==> src/hdl/xor_distance_shortlist_unit_assert.svh <==
// ----------------------------------------------------------------------------
// xor_distance_shortlist_unit_assert
// assertion macros for the shortlist unit, sampled on clk outside reset
// ----------------------------------------------------------------------------
`ifndef XOR_DISTANCE_SHORTLIST_UNIT_ASSERT_SVH
`define XOR_DISTANCE_SHORTLIST_UNIT_ASSERT_SVH

// property checked at every clock edge outside reset
`define XDS_ASSERT(label, prop, msg) \
  label: assert property (@(posedge clk) disable iff (rst) (prop)) else $error(msg);

// condition that must never be seen at a clock edge outside reset
`define XDS_NEVER(label, cond, msg) \
  label: assert property (@(posedge clk) disable iff (rst) !(cond)) else $error(msg);

`endif

==> src/hdl/xds_pkg.sv <==
// ----------------------------------------------------------------------------
// xds_pkg
// types and constants shared by the xor distance shortlist unit
// ----------------------------------------------------------------------------
package xds_pkg;

  localparam int CLOSEST_COUNT = 20;
  localparam int CAPACITY      = 2 * CLOSEST_COUNT;
  localparam int ID_BITS       = 64;
  localparam int TAG_BITS      = 16;
  localparam int IDX_BITS      = $clog2(CAPACITY + 1);
  localparam int CFG_IDX_BITS  = 8;

  localparam logic [1:0] MODE_START  = 2'd0;
  localparam logic [1:0] MODE_INSERT = 2'd1;
  localparam logic [1:0] MODE_PICK   = 2'd2;
  localparam logic [1:0] MODE_READ   = 2'd3;

  localparam logic [1:0] KIND_PICKED  = 2'd0;
  localparam logic [1:0] KIND_DONE    = 2'd1;
  localparam logic [1:0] KIND_READOUT = 2'd2;

  localparam logic [CFG_IDX_BITS-1:0] REG_TARGET_ID = 8'd0;
  localparam logic [CFG_IDX_BITS-1:0] REG_SELF_ID   = 8'd1;

  typedef struct packed {
    logic [1:0]          mode;
    logic [ID_BITS-1:0]  contact_id;
    logic [TAG_BITS-1:0] contact_tag;
  } in_word_t;

  typedef struct packed {
    logic [1:0]          kind;
    logic [ID_BITS-1:0]  out_id;
    logic [TAG_BITS-1:0] out_tag;
    logic                last;
  } out_word_t;

  typedef struct packed {
    logic [ID_BITS-1:0]  id;
    logic [TAG_BITS-1:0] tag;
    logic                queried;
  } entry_t;

endpackage

==> src/hdl/xor_distance_shortlist_unit.sv <==
// ----------------------------------------------------------------------------
// xor_distance_shortlist_unit
// lookup shortlist kept sorted by xor distance in one entry memory
// ----------------------------------------------------------------------------
// insert reads and compares each stored entry, shifts the farther entries
//   down one slot and writes the new contact; pick reads entries until an
//   unqueried one and marks it queried; readout reads and sends each listed entry
// input: a new word is taken only in idle, once the entry memory walk of the last one is done
// reset: count, state and output valid clear; entry memory is not cleared
module xor_distance_shortlist_unit (
  input  logic                              clk,
  input  logic                              rst,
  input  logic                              in_valid,
  output logic                              in_ready,
  input  xds_pkg::in_word_t                 in_data,
  output logic                              out_valid,
  input  logic                              out_ready,
  output xds_pkg::out_word_t                out_data,
  input  logic                              cfg_valid,
  output logic                              cfg_ready,
  input  logic [xds_pkg::CFG_IDX_BITS-1:0]  cfg_index,
  input  logic [63:0]                       cfg_data
);
  import xds_pkg::*;

  `include "xor_distance_shortlist_unit_assert.svh"

  typedef enum logic [3:0] {
    IDLE, INS_RD, INS_CHK, SH_RD, SH_WR, INS_WR, PK_RD, PK_CHK, RO_RD, RO_OUT
  } state_t;

  // entry memory: one write port, one registered read port
  entry_t mem [CAPACITY];
  entry_t rdata;

  logic                mem_we;
  logic [IDX_BITS-1:0] mem_waddr;
  entry_t              mem_wdata;
  logic                mem_re;
  logic [IDX_BITS-1:0] mem_raddr;

  state_t              state;
  logic [IDX_BITS-1:0] count;
  logic [IDX_BITS-1:0] idx;      // scan index
  logic [IDX_BITS-1:0] pos;      // insert position
  logic                found;
  logic [ID_BITS-1:0]  target_id;
  logic [ID_BITS-1:0]  self_id;
  logic [ID_BITS-1:0]  cid;
  logic [TAG_BITS-1:0] ctag;
  logic [ID_BITS-1:0]  cdist;

  logic                in_acc;
  logic                out_free;
  logic                emit;
  logic [IDX_BITS-1:0] lim;
  logic [IDX_BITS-1:0] idx_inc;
  logic [IDX_BITS-1:0] pos_now;
  logic [IDX_BITS-1:0] shift_end;
  logic [IDX_BITS-1:0] cap_last;

  assign in_ready  = (state == IDLE);
  assign cfg_ready = 1'b1;
  assign in_acc    = in_valid && in_ready;
  assign out_free  = !out_valid || out_ready;
  assign cap_last  = IDX_BITS'(CAPACITY - 1);
  assign lim       = (count < IDX_BITS'(CLOSEST_COUNT)) ? count : IDX_BITS'(CLOSEST_COUNT);
  assign idx_inc   = idx + 1'b1;
  // first entry farther than the new contact fixes the slot
  assign pos_now   = (!found && ((rdata.id ^ target_id) > cdist)) ? idx : pos;
  assign shift_end = (count < IDX_BITS'(CAPACITY)) ? count : cap_last;
  // a result word is loaded this cycle: pick done, pick hit or readout word
  assign emit      = out_free && ((state == PK_RD && idx >= lim) ||
                                  (state == PK_CHK && !rdata.queried) ||
                                  (state == RO_OUT));

  // memory port control
  always_comb begin
    mem_we    = 1'b0;
    mem_waddr = idx;
    mem_wdata = rdata;
    mem_re    = 1'b0;
    mem_raddr = idx;
    unique case (state)
      INS_RD, PK_RD, RO_RD: begin
        mem_re = (state != PK_RD) || (idx < lim);
      end
      SH_RD: begin
        mem_re    = 1'b1;
        mem_raddr = idx - 1'b1;
      end
      SH_WR: begin
        mem_we = 1'b1;
      end
      INS_WR: begin
        mem_we    = 1'b1;
        mem_waddr = pos;
        mem_wdata = '{id: cid, tag: ctag, queried: 1'b0};
      end
      PK_CHK: begin
        // mark the picked entry as queried
        mem_we            = !rdata.queried && out_free;
        mem_wdata.queried = 1'b1;
      end
      default: begin
      end
    endcase
  end

  always_ff @(posedge clk) begin
    if (mem_we) begin
      mem[mem_waddr[$clog2(CAPACITY)-1:0]] <= mem_wdata;
    end
    if (mem_re) begin
      rdata <= mem[mem_raddr[$clog2(CAPACITY)-1:0]];
    end
  end

  // control and output word
  always_ff @(posedge clk) begin
    if (rst) begin
      state     <= IDLE;
      count     <= '0;
      out_valid <= 1'b0;
      target_id <= '0;
      self_id   <= '0;
      idx       <= '0;
      pos       <= '0;
      found     <= 1'b0;
    end else begin
      if (cfg_valid && cfg_ready) begin
        if (cfg_index == REG_TARGET_ID) begin
          target_id <= cfg_data[ID_BITS-1:0];
        end else if (cfg_index == REG_SELF_ID) begin
          self_id <= cfg_data[ID_BITS-1:0];
        end
      end
      // output word stays until taken, a new one loads when the slot is free
      out_valid <= emit || (out_valid && !out_ready);
      unique case (state)
        IDLE: begin
          if (in_acc) begin
            cid   <= in_data.contact_id;
            ctag  <= in_data.contact_tag;
            cdist <= in_data.contact_id ^ target_id;
            idx   <= '0;
            pos   <= count;
            found <= 1'b0;
            unique case (in_data.mode)
              MODE_START: count <= '0;
              MODE_INSERT: begin
                if (in_data.contact_id != self_id) begin
                  state <= (count == '0) ? INS_WR : INS_RD;
                end
              end
              MODE_PICK: state <= PK_RD;
              MODE_READ: begin
                if (lim != '0) begin
                  state <= RO_RD;
                end
              end
            endcase
          end
        end
        INS_RD: state <= INS_CHK;
        INS_CHK: begin
          pos   <= pos_now;
          found <= found || (pos_now == idx);
          if (rdata.id == cid) begin
            state <= IDLE;                 // duplicate, drop it
          end else if (idx_inc < count) begin
            idx   <= idx_inc;
            state <= INS_RD;
          end else if (pos_now >= IDX_BITS'(CAPACITY)) begin
            state <= IDLE;                 // farther than a full list
          end else begin
            idx   <= shift_end;
            state <= (shift_end > pos_now) ? SH_RD : INS_WR;
          end
        end
        SH_RD: state <= SH_WR;
        SH_WR: begin
          idx   <= idx - 1'b1;
          state <= ((idx - 1'b1) > pos) ? SH_RD : INS_WR;
        end
        INS_WR: begin
          if (count < IDX_BITS'(CAPACITY)) begin
            count <= count + 1'b1;
          end
          state <= IDLE;
        end
        PK_RD: begin
          if (idx >= lim) begin
            if (out_free) begin
              out_data  <= '{kind: KIND_DONE, out_id: '0, out_tag: '0, last: 1'b1};
              state     <= IDLE;
            end
          end else begin
            state <= PK_CHK;
          end
        end
        PK_CHK: begin
          if (rdata.queried) begin
            idx   <= idx_inc;
            state <= PK_RD;
          end else if (out_free) begin
            out_data  <= '{kind: KIND_PICKED, out_id: rdata.id, out_tag: rdata.tag,
                           last: 1'b1};
            state     <= IDLE;
          end
        end
        RO_RD: state <= RO_OUT;
        RO_OUT: begin
          if (out_free) begin
            out_data  <= '{kind: KIND_READOUT, out_id: rdata.id, out_tag: rdata.tag,
                           last: (idx_inc == lim)};
            idx       <= idx_inc;
            state     <= (idx_inc == lim) ? IDLE : RO_RD;
          end
        end
        default: state <= IDLE;
      endcase
    end
  end

  `XDS_ASSERT(a_count_cap, count <= IDX_BITS'(CAPACITY), "entry count over capacity")
  `XDS_NEVER(a_idle_no_write, state == IDLE && mem_we, "memory write while idle")
  `XDS_ASSERT(a_count_hold, (state != INS_WR && !in_acc) |=> count == $past(count), "count moved")
  `XDS_ASSERT(a_emit_free, (state == RO_OUT && !out_free) |=> state == RO_OUT, "readout ran ahead")

endmodule
==> config.mk <==
export PLATFORM = sky130hd
export DESIGN_NAME = xor_distance_shortlist_unit
export DESIGN_NICKNAME = d
export VERILOG_FILES = /design/src/hdl/xds_pkg.sv /design/src/hdl/xor_distance_shortlist_unit.sv
export VERILOG_INCLUDE_DIRS = /design/src /design/src/hdl
export SDC_FILE = /design/constraint.sdc
export NUM_CORES = 2
export LEC_CHECK = 0
export BUFFER_PORTS_ARGS = -buffer_cell sky130_fd_sc_hd__buf_2
export CAP_MARGIN = 15
export CORE_MARGIN = 1.5
export CORE_UTILIZATION = 30
export CTS_CLUSTER_DIAMETER = 40
export CTS_CLUSTER_SIZE = 40
export DETAILED_ROUTE_END_ITERATION = 8
export HOLD_SLACK_MARGIN = 0.05
export PLACE_DENSITY_LB_ADDON = 0.08
export SETUP_SLACK_MARGIN = 0.15
export SLEW_MARGIN = 40
export SYNTH_ARGS = -nofsm -noshare
export SYNTH_HDL_FRONTEND = slang
export SYNTH_SLANG_ARGS = --single-unit
==> constraint.sdc <==
create_clock -name clk -period 20.5 [get_ports clk]
set_input_delay 1.025 -clock clk [delete_from_list [all_inputs] [get_ports clk]]
set_output_delay 1.025 -clock clk [all_outputs]
set_load 0.02 [all_outputs]
==> impl_metrics.toml <==
[synth]
synth_fa_ha_area_frac = 0.007867
synth_top_family_by_area = "multiplexers"
synthCells = 6976
synthSimpleGateAreaFrac = 0.02947
synth.area.mux_share = 0.1574
ys_seq_elements = 3700
synthFlopType = "edfxtp_1"
synth_edf_count = 3548
syn_area_per_cell_sq_um = 20.75
ys_types = 59
synth_warnings = 0
seq_area_frac_synth = 0.7572
mappedNetlistArea_sq_um = 144700
synth_xor_area_frac = 0.01622
synth_compound_area_frac = 0.01961
async_reset_ff_frac = 0

[die]
io_pins = 245
die_height_microns = 697.6
rows = 254
die_area_sq_um = 486600
core_area_sq_um = 479600
die_w_microns = 697.6
initial_core_util = 0.3018

[clock_tree]
clockRootBuffer = "clkbuf_16"
insertion_delay_ns = 1.06
cts_setup_buffers = 0
cts_made_buffers = 591
cts_sinks = 3700
clock_path_buffers = 4
path_clk_slew_ns = 0.05
cts.repair.resized = 0
postCtsHoldBufs = 0
htree_levels = 6
cts_tree = "done"

[min_path]
hold_path_end = "ctag[14]$_DFFE_PP_"
hold_class = "in -> reg"
whs_path_depth = 1
min_from = "in_data[14]"

[setup_path]
rr_startpoint = "state[0]$_SDFFE_PP0P_"
rr_endpoint = "rdata[9]$_DFFE_PP_"
end_kind = "flop"
regToRegSetupSlack_ns = 13.99
start_kind = "flop"
cp.arrival_ns = 7.26
critPathRequiredTime_ns = 21.25
reg2reg_depth = 13
crit_path_max_fanout = 42
path_class = "reg -> reg"

[pwr]
power_frac_clock = 0.418
seqPwrFrac = 0.396
p_int_w = 0.01761
total_power_w = 0.02444
power_switching_w = 0.006828
p_leak_nw = 57.84
switching_share = 0.2794
ir_drop_uv = 112.9
p_per_area_nw_per_um2 = 137.8
power_frac_comb = 0.185

[final_layout]
drive_above_1_share = 0.3140
syn_to_final_growth_pct = 22.57
fill_cells = 43720
nets = 7992
final_area_sq_um = 177400

[timing]
hold_viol = 0
finalMaxSlewViolations = 0
timing.final.crit_period_ns = 6.508
worst_slack_ns = 13.99
rsz0062_at_grt = "no"
finalCritPeriodShare = 0.3174
setup-violations-final = 0
setup_tns_ns = 0
worst_pin_slew_ns = 0.9886
fin_skew_ns = 0.06564
relSlewSlack = 0.3409
fmaxAchievable_ghz = 0.1537

[detailed_routing]
wirelength_met1_microns = 227300
met3_wirelength_microns = 28650
ant_nets = 0
wl_per_cell_microns = 34.46
top_layer = "met5"
first_iter_violations = 8017
avgViaCountPerCell = 5.135
routed_wl_microns = 504700
wl_met2_microns = 239300
drtPass1Iterations = 6
drc = 0
vias = 75210

[place]
io_buffers = 243
post_dp_cell_area_sq_um = 156900
hpwlAfterDp_microns = 278600
pre_cts_ws_ns = 13.69
gp_congestion = 0.8110

[grt]
grt_pass1_vias = 76830
grt_pass1_wl_microns = 680600
antenna_found_initial = 38
track_usage = 0.2037
gr-total-overflow = 0
grt_max_degree = 95

[status]
status = "finished clean"

[flow_run]
drv_cap = 0
[through the flow]
step | hold slack, ns | util | cells
after detailed placement | 0.4489 | 0.3272 | 13550
after global placement | 0.4494 | 0.3232 | 13490
after floorplan | 0.4363 | - | 6977
after CTS | 0.05295 | 0.3697 | 14640
after global routing | 0.09542 | 0.3699 | 14640
final | 0.1524 | 0.3699 | 14650
[cell families after synthesis]
group                      after synthesis
AOI/OAI and AO/OA                      471
adders and majority gates               91
muxes                                 1061
buffers and inverters                  443
xor gates and xnor gates               268
and+or+nand+nor                        941
DFF                                   3700
other                                    1
[worst max-delay path by stage]
stage	from	end	slack [ns]	cells past startpoint
after floorplan	count[3]$_SDFFE_PP0P_	out_data[0]$_DFFE_PP_	5.13	10
after global placement	state[0]$_SDFFE_PP0P_	rdata[9]$_DFFE_PP_	12.99	12
after detailed placement	state[0]$_SDFFE_PP0P_	rdata[12]$_DFFE_PP_	13.69	12
after CTS	state[0]$_SDFFE_PP0P_	rdata[9]$_DFFE_PP_	13.68	12
after global routing	state[0]$_SDFFE_PP0P_	rdata[11]$_DFFE_PP_	13.44	13
final	state[0]$_SDFFE_PP0P_	rdata[9]$_DFFE_PP_	13.99	13
[power by group through the flow]
stage	Sequential, W	Combinational (W)	Clock, W
floorplan	0.00977	0.00284	0
global placement	0.00987	0.00448	0
detailed placement	0.00984	0.00461	0
CTS	0.00969	0.00462	0.0104
global route	0.00970	0.00490	0.0107
finish	0.00969	0.00452	0.0102
[placed cells by master, fill, tap and decap left out, drive strengths merged, types with 7 or more instances in the layout]
cell type and n:
clkbuf 680, dfxtp 152, nand4 34, nand2 564
nand3 21, mux2i 88, nor3 13, nor2 83
buf 517, clkinvlp 48, nor2b 89, o21ai 34
bufinv 74, xor2 172, a21o 11, mux4 972
a22oi 8, and2 85, ha 91, a21oi 264
xnor2 96, nor4 23, nand2b 7, edfxtp 3548
o21a 12, inv 176, clkinv 212, a211oi 83
o31ai 7
[routing by layer]
metal  track usage  vias to the layer above
met5             0                        -
met4       0.03852                        4
met3       0.03381                      625
met2        0.3291                     2591
met1        0.2917                    41680
li1              -                    30300
[cells in the mapped netlist (6+ instances only)]
| cell | instances | area [sq um] |
|---|---|---|
| nand2b_1 | 7 | 43.79 |
| and2_1 | 85 | 531.8 |
| edfxtp_1 | 3548 | 106500 |
| inv_1 | 97 | 364.1 |
| o21a_1 | 12 | 90.09 |
| nand2_1 | 564 | 2117 |
| nor3b_1 | 6 | 45.04 |
| a2111oi_0 | 6 | 52.55 |
| nand3_1 | 21 | 105.1 |
| dfxtp_1 | 152 | 3043 |
| a21oi_1 | 263 | 1316 |
| nor2_1 | 83 | 311.6 |
| nor2b_1 | 89 | 556.8 |
| xor2_1 | 172 | 1506 |
| clkbuf_1 | 212 | 795.8 |
| mux2i_1 | 88 | 880.8 |
| nor3_1 | 13 | 65.06 |
| a211oi_1 | 83 | 623.1 |
| nand4_1 | 34 | 212.7 |
| xnor2_1 | 96 | 840.8 |
| buf_2 | 83 | 415.4 |
| o21ai_0 | 33 | 165.2 |
| a31o_2 | 6 | 52.55 |
| ha_1 | 91 | 1139 |
| a21o_1 | 11 | 82.58 |
| mux4_2 | 972 | 21890 |
| nor4_1 | 23 | 143.9 |
| o31ai_1 | 7 | 52.55 |
| a22oi_1 | 8 | 60.06 |
| buf_1 | 49 | 183.9 |
[critical path, cell delays in order, from the launching register on]
cell,delay [ns]
dfxtp_1,0.68
inv_2,0.23
nor4b_4,0.68
xnor2_2,0.19
buf_4,0.53
buf_4,0.39
buf_12,0.28
buf_6,0.55
buf_6,0.57
buf_6,0.58
mux4_2,0.59
mux4_2,0.49
mux2i_1,0.17
a21oi_1,0.09
[cell type report]
class | instances | area [sq um] | area share
Sequential cell | 3700 | 109600 | 0.6177
Clock buffer | 680 | 15580 | 0.08780
Clock inverter | 412 | 4810 | 0.02711
Antenna cell | 4 | 10.01 | 0.00005642
Inverter | 98 | 367.9 | 0.002074
Timing Repair Buffer | 517 | 4931 | 0.02780
Multi-Input combinational cell | 2834 | 34110 | 0.1923
Tap cell | 6400 | 8008 | 0.04514
[state kept, by name, summed over array words and instances, names as in the netlist, 16 cells and up]
register / cells
mem: 3240
out_data: 83
rdata: 81
cdist: 64
cid: 64
self_id: 64
target_id: 64
ctag: 16
Note: power is estimated with default switching activity, not from simulation.
